**config.mk**
```make
export PLATFORM = sky130hd
export DESIGN_NAME = obmc_stack
export DESIGN_NICKNAME = d
export VERILOG_FILES = /design/src/rtl/core/obmc_pkg.sv /design/src/rtl/core/obmc_cell.sv /design/src/rtl/core/obmc_stack.sv
export SDC_FILE = /design/constraint.sdc
export NUM_CORES = 1
export LEC_CHECK = 0
export BUFFER_PORTS_ARGS = -buffer_cell sky130_fd_sc_hd__buf_2
export CORE_MARGIN = 2
export CORE_UTILIZATION = 45
export CTS_CLUSTER_DIAMETER = 200
export DETAILED_ROUTE_END_ITERATION = 12
export GPL_TIMING_DRIVEN = 0
export PLACE_DENSITY_LB_ADDON = 0.05
export SETUP_SLACK_MARGIN = 0.02
export SLEW_MARGIN = 20
export SYNTH_ARGS = -nofsm -noshare
export SYNTH_HDL_FRONTEND = slang
export SYNTH_SLANG_ARGS = --single-unit
```
**constraint.sdc**
```tcl
create_clock -name clk_i -period 4.85 [get_ports clk_i]
set_clock_uncertainty 0.15 [all_clocks]
set_input_delay 0.97 -clock clk_i [delete_from_list [all_inputs] [get_ports clk_i]]
set_output_delay 0.97 -clock clk_i [all_outputs]
set_load 0.01 [all_outputs]
```
**src/rtl/core/obmc_pkg.sv**
```systemverilog
// ----------------------------------------------------------------------------
// Ordered bracket match checker - package
// Bracket kinds, character codes, stack control struct and the decoder.
// ----------------------------------------------------------------------------
`default_nettype none

package obmc_pkg;

  localparam int unsigned StackDepthDef = 64;

  // rank order: brace above square above paren above angle
  typedef enum logic [1:0] {
    KIND_BRACE  = 2'd0,
    KIND_SQUARE = 2'd1,
    KIND_PAREN  = 2'd2,
    KIND_ANGLE  = 2'd3
  } kind_e;

  localparam logic [7:0] ChrBraceOpen   = 8'h7B;
  localparam logic [7:0] ChrSquareOpen  = 8'h5B;
  localparam logic [7:0] ChrParenOpen   = 8'h28;
  localparam logic [7:0] ChrAngleOpen   = 8'h3C;
  localparam logic [7:0] ChrBraceClose  = 8'h7D;
  localparam logic [7:0] ChrSquareClose = 8'h5D;
  localparam logic [7:0] ChrParenClose  = 8'h29;
  localparam logic [7:0] ChrAngleClose  = 8'h3E;

  typedef struct packed {
    logic  is_open;
    logic  is_close;
    kind_e kind;
  } char_class_t;

  typedef struct packed {
    logic  push;
    logic  pop;
    kind_e push_kind;
  } stack_ctl_t;

  function automatic char_class_t classify(logic [7:0] c);
    char_class_t r;
    r.is_open  = 1'b0;
    r.is_close = 1'b0;
    r.kind     = KIND_BRACE;
    unique case (c)
      ChrBraceOpen:   begin r.is_open  = 1'b1; r.kind = KIND_BRACE;  end
      ChrSquareOpen:  begin r.is_open  = 1'b1; r.kind = KIND_SQUARE; end
      ChrParenOpen:   begin r.is_open  = 1'b1; r.kind = KIND_PAREN;  end
      ChrAngleOpen:   begin r.is_open  = 1'b1; r.kind = KIND_ANGLE;  end
      ChrBraceClose:  begin r.is_close = 1'b1; r.kind = KIND_BRACE;  end
      ChrSquareClose: begin r.is_close = 1'b1; r.kind = KIND_SQUARE; end
      ChrParenClose:  begin r.is_close = 1'b1; r.kind = KIND_PAREN;  end
      ChrAngleClose:  begin r.is_close = 1'b1; r.kind = KIND_ANGLE;  end
      default:        r.kind = KIND_BRACE;
    endcase
    return r;
  endfunction

endpackage

`default_nettype wire

```
**src/rtl/core/obmc_cell.sv**
```systemverilog
// ----------------------------------------------------------------------------
// Ordered bracket match checker - stack cell
// Holds one bracket kind; takes the upper neighbor on push, the lower on pop.
// ----------------------------------------------------------------------------
`default_nettype none

module obmc_cell (
  input  wire                  clk_i,
  input  obmc_pkg::stack_ctl_t ctl_i,
  input  obmc_pkg::kind_e      up_kind_i,
  input  obmc_pkg::kind_e      down_kind_i,
  output obmc_pkg::kind_e      kind_o
);
  import obmc_pkg::*;

  kind_e kind_d, kind_q;

  always_comb begin
    priority if (ctl_i.push) begin
      kind_d = up_kind_i;
    end else if (ctl_i.pop) begin
      kind_d = down_kind_i;
    end else begin
      kind_d = kind_q;
    end
  end

  always_ff @(posedge clk_i) begin
    kind_q <= kind_d;
  end

  assign kind_o = kind_q;

endmodule

`default_nettype wire

```
**src/rtl/core/obmc_stack.sv**
```systemverilog
// ----------------------------------------------------------------------------
// Ordered bracket match checker - shift stack
// Row of cells; cell 0 is top of stack, push shifts down, pop shifts up.
// ----------------------------------------------------------------------------
`default_nettype none

module obmc_stack #(
  parameter int unsigned StackDepth = obmc_pkg::StackDepthDef
) (
  input  wire                  clk_i,
  input  obmc_pkg::stack_ctl_t ctl_i,
  output obmc_pkg::kind_e      top_kind_o
);
  import obmc_pkg::*;

  kind_e kinds [StackDepth];

  for (genvar i = 0; i < StackDepth; i++) begin : g_cell
    kind_e up_kind, down_kind;

    if (i == 0) begin : g_top
      assign up_kind = ctl_i.push_kind;
    end else begin : g_mid
      assign up_kind = kinds[i-1];
    end

    if (i == StackDepth - 1) begin : g_bottom
      assign down_kind = kinds[i];
    end else begin : g_inner
      assign down_kind = kinds[i+1];
    end

    obmc_cell u_cell (
      .clk_i       (clk_i),
      .ctl_i       (ctl_i),
      .up_kind_i   (up_kind),
      .down_kind_i (down_kind),
      .kind_o      (kinds[i])
    );
  end

  assign top_kind_o = kinds[0];

endmodule

`default_nettype wire

```
==> summary.txt, run 1 <==
Timing
  – Final Hold Fails: 0
  – Pins Over Slew Limit: 0
  – Tmin final: approximately 2.5 ns
  – RSZ-0062 raised after global routing: false
  – Slew headroom: 0.6116
  – Least-Margin Pin Slew: between 0.5 and 0.6 ns
  – FMAX: 392.5 MHz
  – Final setup violation count: 0
  – Period utilization: 0.5253
  – Final hold slack: about 0.31 ns

Placement
  – IO buf count: 6
  – Placed insts: ~420
  – Post-DP HPWL: around 4.6 mm
  – Placer Congestion: 0.6378
  – Area of placed instances: about 5800 um2

Die
  – Core area: 11,960 um2
  – I/O pin total: 7
  – Chip height: between 100 and 150 um
  – Die area: 13,070 um2
  – Initial core utilization: 0.4581
  – Row count: 40
  – Die W: 114.3 um

Setup path
  – Critical path capture point: g_cell[25].u_cell.kind_o[0]$_DFFE_PP_
  – Worst reg-to-reg path cell count: 1
  – Worst R2R End: g_cell[45].u_cell.kind_o[0]$_DFFE_PP_
  – Crit start category: primary input
  – CP required: between 4 and 5 ns
  – Worst R2R Start: g_cell[46].u_cell.kind_o[0]$_DFFE_PP_
  – R2r setup slk: 3.74 ns
  – WP data arrival: 2.49 ns
  – Worst setup EP type: flip-flop
  – Worst Setup SP: ctl_i[3]
  – Crit-path max FO: 45
  – Crit path kind: in -> reg

Drt
  – Final wirelength: 7.684 mm
  – Drt pass-1 iters: 5
  – Vias per inst: slightly above 5
  – Drc violations: 0
  – DRT antenna net count: 0
  – Initial DRC Count: 179
  – Wire length per cell: ~17 um
  – DR vias: between 2,000 and 2,500

Pwr
  – Sequential share of power: 0.517
  – Pint: approximately 0.0024 W
  – Leakage power: 2.315 nW
  – Combinational cell fraction of total power: 0.099
  – Psw: ~0.00062 W
  – Sw Ratio: 0.2043
  – Pwr/cell area: a little under 500 nW/um2
  – Total power: between 0.003 and 0.004 W
  – Clock share of power: 0.383
  – VDD IR max: 0.2839 mV

Final layout
  – Antenna Cells: 0
  – Final Cell Area: between 6000 and 7000 um2
  – Finished Layout Cells: approximately 460
  – Number of flip-flops under the largest register name: 128
  – Fin nets: ~300
  – Proportion of layout cells with a drive suffix above 1: 0.5584
  – Most frequent cells in the layout: edfxtp_1 (128), mux2_2 (97), mux2_4 (29)
  – Area delta synth->final: 14.73%
  – Most common cell after layout, fill and taps aside: edfxtp_1

Clock tree
  – CTS tree: built
  – Clock transition at path regs: 0.05 ns
  – CTS root buffer: clkbuf_16
  – Clk_lat worst skew: between 0.4 and 0.5 ns
  – # hold bufs at CTS: 0
  – CTS Buf Count: 17
  – CTS HTree Levels: 4
  – Sinks on Clock Net: approximately 130
  – Post-CTS Resized: 0
  – CTS max path bufs: 2
  – Setup bufs post-CTS: 0

Yosys
  – Top cell type's share of synthesized area: 0.7015
  – Netlist cell types: 6
  – #FFs+latches synth: around 130
  – Mapped Area: 5479 um2
  – Syn Area/Cell: 20.37 um2
  – Share of the yosys chip area belonging to registers: 0.7015
  – Syn_nets: around 270
  – Cell count after synthesis: 269
  – Yosys warning total: 0
  – Dominant cell type by area after synthesis: edfxtp_1
  – Synth top area cells: edfxtp_1 (70%), mux2_2 (20%), mux2_4 (7.9%)

Worst hold path
  – Hold depth: 0
  – Hold crit path type: reg -> reg

Job
  – Max_cap viols: 0

Global route
  – Vias in the first global route: around 2,600
  – Grt ovf: 0
  – Total GRT Usage: 0.1332
  – Antenna violations before repair: 0
  – First-pass GRT wire length: between 10 and 15 mm
  – Largest net degree at the start of global routing: between 40 and 50

Outcome
  – Status: finished clean
synthesized netlist by cell type:
cell type / n
buf_2: 9
buf_6: 5
edfxtp_1: 128
mux2_2: 97
mux2_4: 29
or2_1: 1
power by group through the flow:
stage	Sequential, W	Clock, W	Combinational, W
floorplan	0.00156	0	0.000259
global placement	0.00161	0	0.000287
detailed placement	0.00160	0	0.000305
CTS	0.00158	0.00120	0.000307
global route	0.00161	0.00125	0.000329
finish	0.00158	0.00117	0.000303
cell type report:
cell class / count / area, um2
clock inverter: 10 / 95.09
clock buffer: 21 / 440.4
multi-input combinational: 127 / 1536
sequential: 128 / 3844
tap: 147 / 183.9
timing repair buffer: 8 / 85.08
buffer: 14 / 101.3
fill: 974 / 5675
worst max-delay path, stage by stage:
cell    delay, ns
buf_2        0.13
buf_6        0.14
buf_6        0.17
buf_6        0.20
or2_4        0.53
buf_16       0.30
per-stage QoR:
step	setup WS, ns	util	TNS (ns)
4_1_cts	2.258	0.5255	0
6_report	2.302	0.5255	0
3_5_place_dp	1.820	0.4808	0
5_1_grt	2.173	0.5255	0
2_1_floorplan	0.05390	-	0
3_3_place_gp	-1.405	0.4759	-176.20
cells by family (layout without fill, tap and decap cells):
group / after synthesis / in the layout / synth area share
buf+inv: 14 / 53 / 0.01850
simple gates: 1 / 1 / 0.001143
mux: 126 / 126 / 0.2788
flops: 128 / 128 / 0.7015
worst min path at each step:
stage	start	end
finish	g_cell[62].u_cell.kind_o[1]$_DFFE_PP_	g_cell[63].u_cell.kind_o[1]$_DFFE_PP_
global route	g_cell[62].u_cell.kind_o[0]$_DFFE_PP_	g_cell[63].u_cell.kind_o[0]$_DFFE_PP_
CTS	g_cell[62].u_cell.kind_o[0]$_DFFE_PP_	g_cell[63].u_cell.kind_o[0]$_DFFE_PP_
detailed placement	g_cell[62].u_cell.kind_o[0]$_DFFE_PP_	g_cell[63].u_cell.kind_o[0]$_DFFE_PP_
global placement	g_cell[62].u_cell.kind_o[0]$_DFFE_PP_	g_cell[63].u_cell.kind_o[0]$_DFFE_PP_
floorplan	g_cell[62].u_cell.kind_o[0]$_DFFE_PP_	g_cell[63].u_cell.kind_o[0]$_DFFE_PP_
routing by layer:
metal / track usage / up-vias / part of all wire
met5: 0 / - / 0
met4: 0.06098 / 0 / 0.013
met3: 0.05241 / 7 / 0.033
met2: 0.1968 / 23 / 0.46
met1: 0.1739 / 1204 / 0.49
li1: - / 1122 / -
Power figures use the tool's default switching activity.
==> run 2, diff against run 1 <==
clock period = 2.3 ns   (was 4.85 ns; I/O delays follow)
==> summary.txt, run 2 (same netlist as run 1, synthesis figures left out) <==
Clock tree
  – Clk_lat worst skew: 0.40 ns (about the same)
  – Sinks on Clock Net: 128 (unchanged)
  – CTS HTree Levels: 4 (unchanged)
  – CTS root buffer: clkbuf_16
  – Setup bufs post-CTS: 0 (unchanged)
  – CTS tree: built
  – CTS max path bufs: 2 (unchanged)
  – # hold bufs at CTS: 0 (unchanged)
  – Clock transition at path regs: 0.05 ns (about the same)
  – CTS Buf Count: 17 (unchanged)
  – Post-CTS Resized: 0 (unchanged)

Timing
  – Least-Margin Pin Slew: 0.5108 ns (-0.07179 ns)
  – Pins Over Slew Limit: 0 (unchanged)
  – Sum Neg Setup Slack: 0 ns (unchanged)
  – Final hold slack: 0.1718 ns (-0.1375 ns)
  – Slew headroom: 0.6595 (+0.04786)
  – FMAX: about 480 MHz
  – Period utilization: 0.9072
  – Final Hold Fails: 0 (unchanged)
  – Final setup violation count: 0 (unchanged)
  – RSZ-0062 raised after global routing: false
  – Tmin final: approximately 2.1 ns
  – Fin worst setup slack: 0.2133 ns (-2.089 ns)

Pwr
  – Leakage power: 2.295 nW (-0.85%)
  – Pwr/cell area: 991.2 nW/um2 (+100%)
  – VDD IR max: 0.5290 mV (+86%)

Placement
  – Post-Place Setup Slack: -0.4644 ns (-2.285 ns)
  – Placer Congestion: 0.6517 (+2.2%)
  – Placed insts: 424 (unchanged)
  – IO buf count: 6 (unchanged)
  – Post-DP HPWL: 4.346 mm (-5.4%)

Final layout
  – Finished Layout Cells: 456 (+0.22%)
  – Fin nets: 302 (+0.33%)
  – Most frequent cells in the layout: edfxtp_1 (128), mux2_2 (97), mux2_4 (29)
  – Register area: 3844 um2 (unchanged)
  – Proportion of layout cells with a drive suffix above 1: 0.5599 (+0.001429)
  – Fin util: 0.5215 (-0.003975)
  – Area delta synth->final: 13.86%
  – Number of flip-flops under the largest register name: 128 (unchanged)
  – Most common cell after layout, fill and taps aside: edfxtp_1
  – Multi-input logic area: 1543 um2 (+0.41%)
  – Layout fillers: 945 (-3.0%)
  – Antenna Cells: 0 (unchanged)

Global route
  – Vias in the first global route: 2,503 (-2.8%)
  – Largest net degree at the start of global routing: 46 (-4.2%)
  – Grt ovf: 0 (unchanged)
  – Total GRT Usage: 0.1325 (-0.0006878)
  – Antenna violations before repair: 0 (unchanged)
  – First-pass GRT wire length: 12.73 mm (-1.7%)

Setup path
  – CP required: 2.24 ns (-2.55 ns)
  – Worst setup EP type: flip-flop
  – Crit path kind: in -> reg
  – Crit start category: primary input
  – WP data arrival: 2.02 ns (-0.47 ns)
  – Crit-path max FO: 45 (unchanged)

Die
  – Die area: 13,070 um2 (unchanged)
  – Core area: 11,960 um2 (unchanged)
  – Initial core utilization: 0.4581 (unchanged)
  – Chip height: 114.3 um (unchanged)
  – Die W: 114.3 um (unchanged)
  – I/O pin total: 7 (unchanged)
  – Row count: 40 (unchanged)

Drt
  – DR vias: 2,359 (+0.13%)
  – Final wirelength: 7.618 mm (-0.86%)
  – Drc violations: 0 (unchanged)
  – Drt pass-1 iters: 4 (-1)
  – Wire length per cell: 16.71 um (-1.1%)
  – Vias per inst: 5.173 (about the same)
  – DRT antenna net count: 0 (unchanged)
  – Initial DRC Count: 160 (-11%)

Outcome
  – Status: finished clean

Job
  – Max_cap viols: 0 (unchanged)

Worst hold path
  – Hold crit path type: in -> reg
[run 2: per-stage QoR]
stage                     total power (W)  instance area, um2
after detailed placement         0.004008                5747
after global placement           0.003987                5707
after global routing             0.006484                6238
after CTS                        0.006265                6238
after floorplan                  0.003834                5493
final                            0.006184                6238
[run 2: worst max-delay path, cell delays in order]
cell and delay [ns]:
buf_2 0.13, buf_8 0.14, buf_8 0.16, buf_8 0.18, or2_4 0.34, buf_12 0.28, buf_12 0.28
[run 2: final timing paths]
kind,from,endpoint,slack (ns),cells past startpoint
max,ctl_i[3],g_cell[24].u_cell.kind_o[0]$_DFFE_PP_,0.21,7
max reg2reg,g_cell[31].u_cell.kind_o[1]$_DFFE_PP_,g_cell[30].u_cell.kind_o[1]$_DFFE_PP_,1.20,1
min,ctl_i[3],g_cell[63].u_cell.kind_o[1]$_DFFE_PP_,0.17,1
min reg2reg,g_cell[62].u_cell.kind_o[0]$_DFFE_PP_,g_cell[63].u_cell.kind_o[0]$_DFFE_PP_,0.31,0
[run 2: report_power, final]
group | total [W] | switching (W) | leakage, nW | internal (W)
logic | 0.000637 | 0.000204 | 0.741 | 0.000433
clock network | 0.00222 | 0.000888 | 0.245 | 0.00133
registers | 0.00333 | 0.000205 | 1.31 | 0.00312
[run 2: cell type report]
class | count | area share
Sequential cell | 128 | 0.6161
Multi-Input combinational cell | 128 | 0.2473
Clock buffer | 19 | 0.06939
Tap cell | 147 | 0.02948
Buffer | 14 | 0.01805
Timing Repair Buffer | 8 | 0.01123
Clock inverter | 12 | 0.008424
[run 2: metal layers]
metal,part of all wire,global-route usage,vias up
met2,0.45,0.1833,31
met4,0.010,0.05610,0
met1,0.50,0.1803,1195
met5,0,0,-
li1,-,-,1126
met3,0.036,0.06088,7
==> run 3, diff against run 2 <==
ABC_AREA = 1   (was unset)
CTS_CLUSTER_DIAMETER = 100   (was 200)
==> summary.txt, run 3 <==
Global route
  – Total GRT Usage: 0.1522 (+0.01972)
  – GR Layer Usage met1: 0.1975 (+0.01723)
  – Met2 GRT Util: 0.2335 (+0.05020)
  – Met3 Use GR: 0.04357 (-0.01731)
  – Grt ovf: 0 (unchanged)
  – First-pass GRT wire length: 15.24 mm (+20%)
  – Vias in the first global route: 3,306 (+32%)
  – Largest net degree at the start of global routing: 52 (+13%)
  – Antenna violations before repair: 0 (unchanged)
  – Layer with the highest usage: met2

Yosys
  – Syn Area/Cell: 10.13 um2 (-50%)
  – Most frequent cell after synthesis: nand2_1
  – Cell count after synthesis: 535 (+99%)
  – Syn_nets: 540 (+97%)
  – Mapped Area: 5421 um2 (-1.1%)
  – Number of flops mapped to enable cells by yosys: 128 (unchanged)
  – Netlist cell types: 8 (+2)
  – Compound-gate portion of the synthesized area: 0 (unchanged)
  – Synth Area in Simple Gates: 0.2629 (+0.2617)
  – Share of the yosys chip area belonging to registers: 0.7090 (+0.007448)
  – Dominant cell type by area after synthesis: edfxtp_1
  – #FFs+latches synth: 128 (unchanged)
  – Prevailing post-synth register cell: edfxtp_1
  – Async set-reset flop share out of synthesis: 0 (unchanged)
  – Mux cell area share after synthesis: 0 (-0.2788)
  – Largest family of logic cells by synthesized area: simple AND/OR/NAND/NOR gates
  – Synth top area cells: edfxtp_1 (71%), nand2_1 (26%), buf_2 (1.0%)
  – Top cell type's share of synthesized area: 0.7090 (+0.007448)
  – Synthesized-area fraction occupied by adder cells: 0 (unchanged)
  – XOR/XNOR Fraction of Synth Area: 0 (unchanged)
  – Yosys warning total: 0 (unchanged)
  – Most common library cells after synthesis: nand2_1 (378), edfxtp_1 (128), buf_2 (11), clkbuf_1 (8), buf_4 (7)

Die
  – Chip height: 113.8 um (-0.51%)
  – Row count: 40 (unchanged)
  – Die W: 113.8 um (-0.51%)
  – Core area: 11,860 um2 (-0.84%)
  – Die area: 12,940 um2 (-1.0%)
  – Initial core utilization: 0.4571 (-0.0009869)
  – I/O pin total: 7 (unchanged)

Worst hold path
  – Worst hold endpoint: g_cell[63].u_cell.kind_o[1]$_DFFE_PP_
  – Hold Crit Start: ctl_i[3]
  – Hold depth: 1 (unchanged)
  – Hold crit path type: in -> reg

Outcome
  – Status: finished clean

Clock tree
  – CTS HTree Levels: 4 (unchanged)
  – # hold bufs at CTS: 0 (unchanged)
  – Clk_lat worst skew: 0.41 ns (about the same)
  – Clock transition at path regs: 0.05 ns (about the same)
  – CTS max path bufs: 2 (unchanged)
  – Sinks on Clock Net: 128 (unchanged)
  – CTS tree: built
  – CTS root buffer: clkbuf_16
  – Setup bufs post-CTS: 0 (unchanged)
  – CTS Buf Count: 17 (unchanged)
  – Post-CTS Resized: 0 (unchanged)

Job
  – Max_cap viols: 0 (unchanged)

Timing
  – Tmin final: 1.801 ns (-0.2860 ns)
  – FMAX: 555.4 MHz (+16%)
  – Slew headroom: 0.6825 (+0.02302)
  – RSZ-0062 raised after global routing: false
  – Final hold slack: 0.1592 ns (-0.01258 ns)
  – Final setup violation count: 0 (unchanged)
  – Final Hold Fails: 0 (unchanged)
  – Pins Over Slew Limit: 0 (unchanged)
  – Least-Margin Pin Slew: 0.4762 ns (-0.03453 ns)
  – Period utilization: 0.7829 (-0.1244)

Final layout
  – Fin util: 0.5231 (+0.001553)
  – Antenna Cells: 0 (unchanged)
  – Most frequent cells in the layout: nand2_1 (378), edfxtp_1 (128), buf_2 (17), clkbuf_16 (17), clkbuf_1 (12)
  – Finished Layout Cells: 721 (+58%)
  – Final Cell Area: 6205 um2 (-0.54%)
  – Area delta synth->final: 14.45%
  – Most common cell after layout, fill and taps aside: nand2_1
  – Proportion of layout cells with a drive suffix above 1: 0.09233 (-0.4675)
  – Number of flip-flops under the largest register name: 128 (unchanged)
  – Fin nets: 567 (+88%)

Placement
  – Area of placed instances: 5693 um2 (-0.94%)
  – Post-DP HPWL: 5.619 mm (+29%)
  – IO buf count: 6 (unchanged)
  – Placed insts: 690 (+63%)
  – Placer Congestion: 0.7212 (+11%)

Setup path
  – Crit-path max FO: 51 (+13%)
  – WP data arrival: 1.74 ns (-0.28 ns)
  – Slowest CP cell: or2_4
  – Crit path kind: in -> reg
  – Crit-path max cell delay: 0.43 ns (+0.09 ns)
  – Worst reg-to-reg path cell count: 2 (+1)
  – Worst setup EP type: flip-flop
  – Worst R2R Start: g_cell[3].u_cell.kind_o[1]$_DFFE_PP_
  – Worst-path cell chain: buf_2, buf_4, buf_6, or2_4, buf_16
  – Worst R2R End: g_cell[2].u_cell.kind_o[1]$_DFFE_PP_
  – CP required: 2.24 ns (about the same)
  – Crit start category: primary input
  – R2r setup slk: 1.35 ns (+0.15 ns)

Pwr
  – Leakage power: 2.845 nW (+24%)
  – Total power: 0.005970 W (-3.5%)
  – Pwr/cell area: 962.1 nW/um2 (-2.9%)
  – VDD IR max: 0.5612 mV (+6.1%)

Drt
  – Drt pass-1 iters: 4 (unchanged)
  – Vias per inst: 4.857 (-6.1%)
  – Drc violations: 0 (unchanged)
  – Final wirelength: 9.067 mm (+19%)
  – DRT antenna net count: 0 (unchanged)
  – Wire length per cell: 12.58 um (-25%)
  – DR vias: 3,502 (+48%)
  – Initial DRC Count: 259 (+62%)
-- run 3: changes by cell type in the layout (fill, tap and decap cells not counted), moves of 3 or more --
| cell | previous run | this run |
|---|---|---|
| mux2_2 | 97 | 0 |
| clkinv_1 | 6 | 3 |
| clkbuf_1 | 2 | 12 |
| buf_8 | 3 | 0 |
| buf_4 | 0 | 7 |
| mux2_4 | 29 | 0 |
| nand2_1 | 0 | 378 |
-- run 3: through the flow --
| stage | setup slack, ns | TNS [ns] |
|---|---|---|
| floorplan | 0.07882 | 0 |
| detailed placement | 0.04852 | 0 |
| CTS | 0.4993 | 0 |
| global placement | -0.5921 | -74.11 |
| global route | 0.4197 | 0 |
| finish | 0.4993 | 0 |
-- run 3: kinds of logic after synthesis --
| logic type | after synthesis |
|---|---|
| buffers and inverters | 28 |
| flip-flops | 128 |
| AND/OR/NAND/NOR | 379 |
-- run 3: how the worst max path moves through the flow --
stage                     startpoint                                     to  depth (start not counted)
after global routing        ctl_i[3]  g_cell[11].u_cell.kind_o[1]$_DFFE_PP_                          5
final                       ctl_i[3]  g_cell[53].u_cell.kind_o[1]$_DFFE_PP_                          5
after floorplan             ctl_i[3]   g_cell[0].u_cell.kind_o[0]$_DFFE_PP_                          3
after detailed placement    ctl_i[3]  g_cell[55].u_cell.kind_o[1]$_DFFE_PP_                          5
after global placement      ctl_i[3]  g_cell[33].u_cell.kind_o[0]$_DFFE_PP_                          4
after CTS                   ctl_i[3]  g_cell[10].u_cell.kind_o[1]$_DFFE_PP_                          5
-- run 3: metal layers --
metal	vias up	routed length (um)
li1	1779	-
met1	1672	4457
met2	40	4186
met3	11	261
met4	0	162
met5	-	0
-- run 3: area by class of cell --
type                    count  area, um2
clock inverters            10      71.32
clock buffers              21      440.4
fillers                  1099       5657
inverters                   1      3.754
plain buffers              27      148.9
well taps                 147      183.9
repair buffers              8      85.08
flip-flops and latches    128       3844
multi-input cells         379       1428
-- run 3: critical path, delay by kind of cell --
family / cells / cell delay [ns]
buffers and inverters: 4 / 0.77
AND/OR/NAND/NOR: 1 / 0.43
-- run 3: where the power goes --
group	internal (W)	switching, W	leakage, nW
registers	0.00299	0.000166	1.35
logic	0.000172	0.000285	1.24
clock network	0.00145	0.000906	0.257
